--- config.mk ---
export PLATFORM = sky130hd
export DESIGN_NAME = three_class_priority_queue_unit
export DESIGN_NICKNAME = d
export VERILOG_FILES = /design/src/tcpq_pkg.sv /design/src/tcpq_ram.sv /design/src/tcpq_ctrl.sv /design/src/three_class_priority_queue_unit.sv
export SDC_FILE = /design/constraint.sdc
export NUM_CORES = 2
export LEC_CHECK = 0
export BUFFER_PORTS_ARGS = -buffer_cell sky130_fd_sc_hd__buf_2
export CORE_ASPECT_RATIO = 0.8
export CORE_MARGIN = 5
export CORE_UTILIZATION = 45
export CTS_BUF_LIST = sky130_fd_sc_hd__clkbuf_2
export DETAILED_ROUTE_END_ITERATION = 10
export PLACE_DENSITY_LB_ADDON = 0.25
export SYNTH_ARGS = -nofsm -noshare
export SYNTH_HDL_FRONTEND = slang
export SYNTH_SLANG_ARGS = --single-unit
--- constraint.sdc ---
create_clock -name clk_i -period 7.4 [get_ports clk_i]
set_clock_uncertainty 0.1 [all_clocks]
set_input_delay 0.74 -clock clk_i [delete_from_list [all_inputs] [get_ports clk_i]]
set_output_delay 0.74 -clock clk_i [all_outputs]
set_load 0.1 [all_outputs]
--- src/tcpq_pkg.sv ---
// shared types, constants and helpers for the three-class priority queue
package tcpq_pkg;

  localparam int unsigned CLASS_DEPTH  = 16;
  localparam int unsigned TAG_WIDTH    = 16;
  localparam int unsigned NUM_CLASSES  = 3;

  localparam int unsigned TAG_PORT_W   = 16;
  localparam int unsigned CHAR_W       = 8;
  localparam int unsigned ITEM_COUNT_W = 6;

  localparam int unsigned CLS_W  = $clog2(NUM_CLASSES);
  localparam int unsigned IDX_W  = (CLASS_DEPTH > 1) ? $clog2(CLASS_DEPTH) : 1;
  localparam int unsigned FILL_W = $clog2(CLASS_DEPTH + 1);
  localparam int unsigned CNT_W  = $clog2(NUM_CLASSES * CLASS_DEPTH + 1);
  localparam int unsigned STORE_DEPTH = NUM_CLASSES * CLASS_DEPTH;
  localparam int unsigned ADDR_W = $clog2(STORE_DEPTH);

  // type characters
  localparam logic [CHAR_W-1:0] CHAR_HIGH = 8'h45;  // 'E'
  localparam logic [CHAR_W-1:0] CHAR_MID  = 8'h49;  // 'I'
  localparam logic [CHAR_W-1:0] CHAR_LOW  = 8'h44;  // 'D'

  typedef enum logic [1:0] {
    ACT_ENQ = 2'd0,
    ACT_DEQ = 2'd1,
    ACT_CLR = 2'd2,
    ACT_NOP = 2'd3
  } action_e;

  typedef enum logic [1:0] {
    STAT_OK        = 2'd0,
    STAT_EMPTY     = 2'd1,
    STAT_BAD_CLASS = 2'd2,
    STAT_FULL      = 2'd3
  } status_e;

  // store write for one step
  typedef struct packed {
    logic                 en;
    logic [ADDR_W-1:0]    addr;
    logic [TAG_WIDTH-1:0] data;
  } store_wr_t;

  // outcome of one step and where to look up the snapshot
  typedef struct packed {
    logic                    taken_valid;
    status_e                 status;
    logic [ITEM_COUNT_W-1:0] count;
    logic                    nonempty;
    logic [ADDR_W-1:0]       front_addr;
    logic [ADDR_W-1:0]       rear_addr;
  } step_res_t;

  function automatic logic [ADDR_W-1:0] store_addr(input logic [CLS_W-1:0] cls,
                                                   input logic [IDX_W-1:0] idx);
    return ADDR_W'(cls) * ADDR_W'(CLASS_DEPTH) + ADDR_W'(idx);
  endfunction

  function automatic logic [IDX_W-1:0] ring_next(input logic [IDX_W-1:0] pos);
    return (pos == IDX_W'(CLASS_DEPTH - 1)) ? '0 : pos + IDX_W'(1);
  endfunction

  function automatic logic [IDX_W-1:0] ring_prev(input logic [IDX_W-1:0] pos);
    return (pos == '0) ? IDX_W'(CLASS_DEPTH - 1) : pos - IDX_W'(1);
  endfunction

endpackage

--- src/tcpq_ram.sv ---
// generic one-write two-read ram with registered read data
module tcpq_ram #(
  parameter int unsigned DEPTH = 48,
  parameter int unsigned WIDTH = 16,
  parameter int unsigned AW    = $clog2(DEPTH)
) (
  input  logic             clk_i,
  input  logic             we_i,
  input  logic [AW-1:0]    waddr_i,
  input  logic [WIDTH-1:0] wdata_i,
  input  logic             re_i,
  input  logic [AW-1:0]    raddr_a_i,
  input  logic [AW-1:0]    raddr_b_i,
  output logic [WIDTH-1:0] rdata_a_o,
  output logic [WIDTH-1:0] rdata_b_o
);

  logic [WIDTH-1:0] mem [DEPTH];
  logic [WIDTH-1:0] rdata_a_q;
  logic [WIDTH-1:0] rdata_b_q;

  always_ff @(posedge clk_i) begin
    if (we_i) begin
      mem[waddr_i] <= wdata_i;
    end
  end

  always_ff @(posedge clk_i) begin
    if (re_i) begin
      rdata_a_q <= mem[raddr_a_i];
      rdata_b_q <= mem[raddr_b_i];
    end
  end

  assign rdata_a_o = rdata_a_q;
  assign rdata_b_o = rdata_b_q;

endmodule

--- src/tcpq_ctrl.sv ---
// per-class ring pointers, fill counts and priority selection
module tcpq_ctrl import tcpq_pkg::*; (
  input  logic                  clk_i,
  input  logic                  rst_ni,
  input  logic                  step_i,
  input  logic [1:0]            action_i,
  input  logic [TAG_WIDTH-1:0]  tag_i,
  input  logic [CHAR_W-1:0]     class_char_i,
  output store_wr_t             wr_o,
  output step_res_t             res_o
);

  logic [IDX_W-1:0]  rd_q   [NUM_CLASSES];
  logic [IDX_W-1:0]  rd_d   [NUM_CLASSES];
  logic [IDX_W-1:0]  wr_q   [NUM_CLASSES];
  logic [IDX_W-1:0]  wr_d   [NUM_CLASSES];
  logic [FILL_W-1:0] fill_q [NUM_CLASSES];
  logic [FILL_W-1:0] fill_d [NUM_CLASSES];

  logic [CLS_W-1:0] enq_cls;
  logic             enq_cls_ok;
  logic [CLS_W-1:0] deq_cls;
  logic             deq_found;
  logic [CLS_W-1:0] front_cls;
  logic [CLS_W-1:0] rear_cls;
  logic             any_d;
  logic [CNT_W-1:0] cnt_sum;
  logic             deq_taken;
  status_e          step_status;
  action_e          act;

  assign act = action_e'(action_i);

  always_comb begin
    unique case (class_char_i)
      CHAR_HIGH: begin enq_cls = CLS_W'(0); enq_cls_ok = 1'b1; end
      CHAR_MID:  begin enq_cls = CLS_W'(1); enq_cls_ok = 1'b1; end
      CHAR_LOW:  begin enq_cls = CLS_W'(2); enq_cls_ok = 1'b1; end
      default:   begin enq_cls = '0;        enq_cls_ok = 1'b0; end
    endcase
  end

  // highest non-empty class before the step
  always_comb begin
    deq_cls   = '0;
    deq_found = 1'b0;
    for (int c = NUM_CLASSES - 1; c >= 0; c--) begin
      if (fill_q[c] != '0) begin
        deq_cls   = CLS_W'(c);
        deq_found = 1'b1;
      end
    end
  end

  always_comb begin
    rd_d   = rd_q;
    wr_d   = wr_q;
    fill_d = fill_q;
    wr_o.en   = 1'b0;
    wr_o.addr = store_addr(enq_cls, wr_q[enq_cls]);
    wr_o.data = tag_i;
    deq_taken   = 1'b0;
    step_status = STAT_OK;
    unique case (act)
      ACT_ENQ: begin
        if (!enq_cls_ok) begin
          step_status = STAT_BAD_CLASS;
        end else if (fill_q[enq_cls] == FILL_W'(CLASS_DEPTH)) begin
          step_status = STAT_FULL;
        end else begin
          wr_o.en          = 1'b1;
          wr_d[enq_cls]    = ring_next(wr_q[enq_cls]);
          fill_d[enq_cls]  = fill_q[enq_cls] + FILL_W'(1);
        end
      end
      ACT_DEQ: begin
        if (!deq_found) begin
          step_status = STAT_EMPTY;
        end else begin
          deq_taken       = 1'b1;
          rd_d[deq_cls]   = ring_next(rd_q[deq_cls]);
          fill_d[deq_cls] = fill_q[deq_cls] - FILL_W'(1);
        end
      end
      ACT_CLR: begin
        for (int c = 0; c < NUM_CLASSES; c++) begin
          rd_d[c]   = '0;
          wr_d[c]   = '0;
          fill_d[c] = '0;
        end
      end
      default: begin
      end
    endcase
  end

  // snapshot after the step: front from the highest class, rear from the lowest
  always_comb begin
    front_cls = '0;
    rear_cls  = '0;
    any_d     = 1'b0;
    cnt_sum   = '0;
    for (int c = NUM_CLASSES - 1; c >= 0; c--) begin
      if (fill_d[c] != '0) begin
        front_cls = CLS_W'(c);
      end
    end
    for (int c = 0; c < NUM_CLASSES; c++) begin
      if (fill_d[c] != '0) begin
        rear_cls = CLS_W'(c);
        any_d    = 1'b1;
      end
      cnt_sum = cnt_sum + CNT_W'(fill_d[c]);
    end
  end

  assign res_o = '{
    taken_valid: deq_taken,
    status:      step_status,
    count:       ITEM_COUNT_W'(cnt_sum),
    nonempty:    any_d,
    front_addr:  store_addr(front_cls, rd_d[front_cls]),
    rear_addr:   store_addr(rear_cls, ring_prev(wr_d[rear_cls]))
  };

  always_ff @(posedge clk_i or negedge rst_ni) begin
    if (!rst_ni) begin
      for (int c = 0; c < NUM_CLASSES; c++) begin
        rd_q[c]   <= '0;
        wr_q[c]   <= '0;
        fill_q[c] <= '0;
      end
    end else if (step_i) begin
      rd_q   <= rd_d;
      wr_q   <= wr_d;
      fill_q <= fill_d;
    end
  end

endmodule

--- src/three_class_priority_queue_unit.sv ---
// top level: handshake, tag store and result register of the priority queue
//
// Strict-priority queue of 16-bit tags in three classes ('E' highest, 'I', 'D' lowest),
// first in first out within a class, up to CLASS_DEPTH tags per class. One operation is
// taken per clock cycle unless a result waits with out_ready_i low: the input transfer
// updates the ring pointers and fill counts and launches the store reads for the new
// front and rear in the same cycle, and the result comes from the registered read
// data in the cycle after the transfer, so a result transfer may complete in the same
// cycle as the next input transfer. in_ready_o is low only while a result waits and
// out_ready_i is low. The tag store holds no reset state; no start-up sweep is needed.
module three_class_priority_queue_unit import tcpq_pkg::*; (
  input  logic                    clk_i,
  input  logic                    rst_ni,
  input  logic                    in_valid_i,
  output logic                    in_ready_o,
  input  logic [1:0]              action_i,
  input  logic [TAG_PORT_W-1:0]   item_tag_i,
  input  logic [CHAR_W-1:0]       class_char_i,
  output logic                    out_valid_o,
  input  logic                    out_ready_i,
  output logic [TAG_PORT_W-1:0]   taken_item_o,
  output logic                    taken_valid_o,
  output logic [1:0]              status_o,
  output logic [ITEM_COUNT_W-1:0] item_count_o,
  output logic [TAG_PORT_W-1:0]   front_item_o,
  output logic [TAG_PORT_W-1:0]   rear_item_o
);

  logic      step;
  store_wr_t wr;
  step_res_t res;

  logic [TAG_WIDTH-1:0] rd_front;
  logic [TAG_WIDTH-1:0] rd_rear;
  logic [TAG_WIDTH-1:0] front_tag;
  logic [TAG_WIDTH-1:0] rear_tag;

  logic                    out_valid_q, out_valid_d;
  logic                    nonempty_q;
  logic                    taken_valid_q;
  status_e                 status_q;
  logic [ITEM_COUNT_W-1:0] count_q;
  logic [TAG_WIDTH-1:0]    taken_q;
  logic                    fwd_front_q;
  logic                    fwd_rear_q;
  logic [TAG_WIDTH-1:0]    wdata_q;

  assign in_ready_o = !out_valid_q || out_ready_i;
  assign step       = in_valid_i && in_ready_o;

  tcpq_ctrl u_ctrl (
    .clk_i        (clk_i),
    .rst_ni       (rst_ni),
    .step_i       (step),
    .action_i     (action_i),
    .tag_i        (TAG_WIDTH'(item_tag_i)),
    .class_char_i (class_char_i),
    .wr_o         (wr),
    .res_o        (res)
  );

  tcpq_ram #(
    .DEPTH (STORE_DEPTH),
    .WIDTH (TAG_WIDTH),
    .AW    (ADDR_W)
  ) u_ram (
    .clk_i     (clk_i),
    .we_i      (step && wr.en),
    .waddr_i   (wr.addr),
    .wdata_i   (wr.data),
    .re_i      (step),
    .raddr_a_i (res.front_addr),
    .raddr_b_i (res.rear_addr),
    .rdata_a_o (rd_front),
    .rdata_b_o (rd_rear)
  );

  // the ram returns old data on a same-cycle write, so forward the new tag
  always_comb begin
    front_tag = '0;
    rear_tag  = '0;
    if (nonempty_q) begin
      front_tag = fwd_front_q ? wdata_q : rd_front;
      rear_tag  = fwd_rear_q  ? wdata_q : rd_rear;
    end
  end

  assign out_valid_d = step ? 1'b1 : (out_ready_i ? 1'b0 : out_valid_q);

  always_ff @(posedge clk_i or negedge rst_ni) begin
    if (!rst_ni) begin
      out_valid_q <= 1'b0;
      nonempty_q  <= 1'b0;
    end else begin
      out_valid_q <= out_valid_d;
      if (step) begin
        nonempty_q <= res.nonempty;
      end
    end
  end

  // a dequeue takes what the previous snapshot showed as the front
  always_ff @(posedge clk_i) begin
    if (step) begin
      taken_valid_q <= res.taken_valid;
      status_q      <= res.status;
      count_q       <= res.count;
      taken_q       <= res.taken_valid ? front_tag : '0;
      fwd_front_q   <= wr.en && (wr.addr == res.front_addr);
      fwd_rear_q    <= wr.en && (wr.addr == res.rear_addr);
      wdata_q       <= wr.data;
    end
  end

  assign out_valid_o   = out_valid_q;
  assign taken_item_o  = TAG_PORT_W'(taken_q);
  assign taken_valid_o = taken_valid_q;
  assign status_o      = status_q;
  assign item_count_o  = count_q;
  assign front_item_o  = TAG_PORT_W'(front_tag);
  assign rear_item_o   = TAG_PORT_W'(rear_tag);

  a_count_matches_empty: assert property (@(posedge clk_i) disable iff (!rst_ni)
    out_valid_q |-> ((count_q == '0) == !nonempty_q))
    else $error("item count disagrees with empty flag");

  a_taken_means_ok: assert property (@(posedge clk_i) disable iff (!rst_ni)
    (out_valid_q && taken_valid_q) |-> (status_q == STAT_OK))
    else $error("dequeued item with error status");

  a_empty_status_leaves_empty: assert property (@(posedge clk_i) disable iff (!rst_ni)
    (out_valid_q && status_q == STAT_EMPTY) |-> !nonempty_q)
    else $error("empty status but queue holds items");

  a_step_gives_result: assert property (@(posedge clk_i) disable iff (!rst_ni)
    step |=> out_valid_q)
    else $error("accepted operation produced no result");

endmodule

==> results.toml <==
[placed_design]
dpl.hpwl_mm = 104
io_buffer_count = 88
dpl.cell_count = 4787
gp_congestion = 0.959
dp_slack_ns = 0.219

[drt]
drcViolationCount = 0
vias = 32900
routed_wl_mm = 156
drtPass1Iterations = 6
ant_nets = 0
wl_per_cell_um = 29.9
viasPerCell = 6.30
first_iter_violations = 5238

[clock_tree]
clock_latency_ns = 1.57
cts_buffers = 213
clock-root-buffer = "clkbuf_2"
cts_sinks = 884
cts_max_level = 4
path_clk_slew_ns = 0.11
cts_tree = "built"
clockBufferDepth = 3

[floorplan]
start_util_pct = 45.3
core_area_um2 = 96700
fp.dieArea_um2 = 104000
fp.dieH_um = 289
ios = 89
rows = 102
die_w_um = 359

[timing]
finalHoldViolCount = 0
worst_hold_slack_ns = 0.223
fin_crit_ns = 7.10
setup_slack_ns = 0.301
setup_violations = 0
setup_tns_ns = 0
finalCritPeriodShare_pct = 95.9
worst_pin_slew_ns = 1.28
slew_headroom_pct = 14.5
timing.fmax_ghz = 0.141
grt_setup_unrepaired = "false"
slew_violations = 0

[worst_setup_path]
cp.arrival_ns = 8.30
worstSetupEndpointType = "flip-flop"
reg2reg_to = "u_ram.rdata_b_o[15]"
critPathMaxFanout = 23
rr_startpoint = "u_ctrl.fill_q[5]"
required_ns = 8.61
cp-start-kind = "flip-flop"
critPathKind = "reg2reg"
rr_worst_depth = 22
reg2reg_slack_ns = 0.30

[synthesis]
synth_cell_types = 103
syn_area_um2 = 43800
synth.avg_cell_area_um2 = 13.0
ys_ff_latch = 884
synth_flop_cell = "edfxtp_1"
ys_seq_area_share_pct = 60.2
yosysTopAreaCell = "edfxtp_1"
synthTopCellsByArea = "edfxtp_1 (58%), mux4_2 (8.4%), nand2_1 (6.2%), mux2i_1 (5.0%), nand3_1 (2.8%)"
syn-num-nets = 3430
synth_top_area_share_pct = 57.8
synth_edf_count = 843
synth_warnings = 0
synth_cells = 3379
async_flop_share_pct = 4.64

[finish]
fillers = 8557
fin_nets = 3791
final_cell_mix = "edfxtp_1 (843), nand2_1 (724), clkbuf_2 (310)"
fin_cells = 5215
seqCellArea_um2 = 26300
final_common_cell = "edfxtp_1"
drive_above_1_share_pct = 24.3
fin_util_pct = 51.1
multi_input_area_um2 = 16200
syn2layout_area_growth_pct = 12.8

[power_and_ir_drop]
p_per_area_nw_per_um2 = 343
power.leakage_uw = 0.0179
peakVddDrop_v = 0.000457

[run_status]
status = "finished, final reports clean"

[global_routing]
grt_max_degree = 75
grt_pass1_wl_mm = 222
grt_antenna_before_repair = 10
grt_pass1_vias = 30700
overflow = 0
grt_use_total_pct = 29.9

[run]
drv_cap = 0

[min_path]
hp-class = "in2async"
## routing by layer
metal  track usage, %  routed length [um]  vias to the layer above
met5            0.930                 172                        -
met4             9.52                4740                        8
met3             11.1               24000                      283
met2             40.9               63400                     2457
met1             44.1               63800                    16200
li1                 -                   -                    13900
## final cells by class
class / instances / share of cell area (%)
antenna: 9 / 0.0456
clock inverter: 71 / 0.811
inverter: 43 / 0.332
clock buffer: 310 / 3.14
tap: 1300 / 3.29
sequential: 884 / 53.3
timing repair buffer: 381 / 6.20
multi-input combinational: 2217 / 32.9
## worst max-delay path, cell delays in order (launching register included)
cell and delay (ns):
dfrtp_1 0.58, or3_1 0.59, o311a_1 0.33, o22ai_1 0.24, ha_1 0.23, inv_1 0.07
a2111oi_1 0.39, xnor2_1 0.30, o21ai_1 0.29, a221oi_2 0.37, nand3_1 0.21, mux2i_1 0.16
mux2_2 0.34, ha_4 0.19, o211ai_2 0.09, nor2b_4 0.29, buf_12 0.26, mux4_2 0.57
mux2i_1 0.42, buf_4 0.19, o22ai_1 0.07, buf_4 0.19, or3_1 0.33
## stage by stage
step | total power [uW] | area [um2]
floorplan | 10400 | 43800
CTS | 16700 | 49400
global placement | 13400 | 47000
global route | 17500 | 49400
detailed placement | 13400 | 47000
finish | 16900 | 49400
## state kept, by name, summed over array words and instances, names as in the netlist
| name | count |
|---|---|
| fwd_rear_q | 1 |
| nonempty_q | 1 |
| u_ram.rdata_a_o | 16 |
| wdata_q | 16 |
| taken_item_o | 16 |
| status_o | 2 |
| u_ram.rdata_b_o | 16 |
| u_ram.mem | 768 |
| u_ctrl.wr_q | 12 |
| out_valid_o | 1 |
| fwd_front_q | 1 |
| item_count_o | 6 |
| taken_valid_o | 1 |
| u_ctrl.fill_q | 15 |
| u_ctrl.rd_q | 12 |
## kinds of logic after synthesis
family,synth area share [%]
DFF,60.2
xor gates and xnor gates,0.460
buffers and inverters,3.20
adders and majority gates,0.703
muxes,13.8
AOI/OAI and AO/OA,7.78
and+or+nand+nor,13.9
## timing repair
action | CTS | global route
hold buffers | 38 | 0
resized for setup | 0 | 3
hold endpoints to repair | 915 | 0
setup endpoints to repair | 0 | 4
buffers inserted | 0 | 0
## synth_stat cells, drive strengths merged (20+ instances only)
master and instances:
mux2i 219, nor4 20, inv 41, buf 127, a32oi 55, nand3 247, and3 33, dfrtp 41
nor2 104, nor3 26, a22o 23, o21ai 60, nand4 45, nor2b 56, edfxtp 843, o2111ai 20
nand2 727, mux4 163, a211oi 32, clkbuf 108, a22oi 29, a31oi 57, a21oi 48
## worst max-delay path by stage
stage                            from                  end  slack [ns]  depth (start not counted)
finish               u_ctrl.fill_q[5]  u_ram.rdata_b_o[15]        0.30                         22
global route        u_ctrl.fill_q[10]  u_ram.rdata_b_o[15]        0.07                         24
CTS                 u_ctrl.fill_q[10]  u_ram.rdata_b_o[15]        0.35                         23
detailed placement    class_char_i[0]  u_ram.rdata_b_o[15]        0.22                         25
global placement      class_char_i[5]   u_ram.rdata_b_o[1]        0.37                         24
floorplan             class_char_i[5]  u_ram.rdata_b_o[14]        1.14                         21
## power by group
group	leakage, uW	switching (uW)	internal [uW]
Sequential	0.00818	226	5720
Combinational	0.00820	5240	2400
Clock	0.00148	2070	1270
Total	0.0179	7530	9400
No activity file was read; power rests on OpenSTA's default activity.
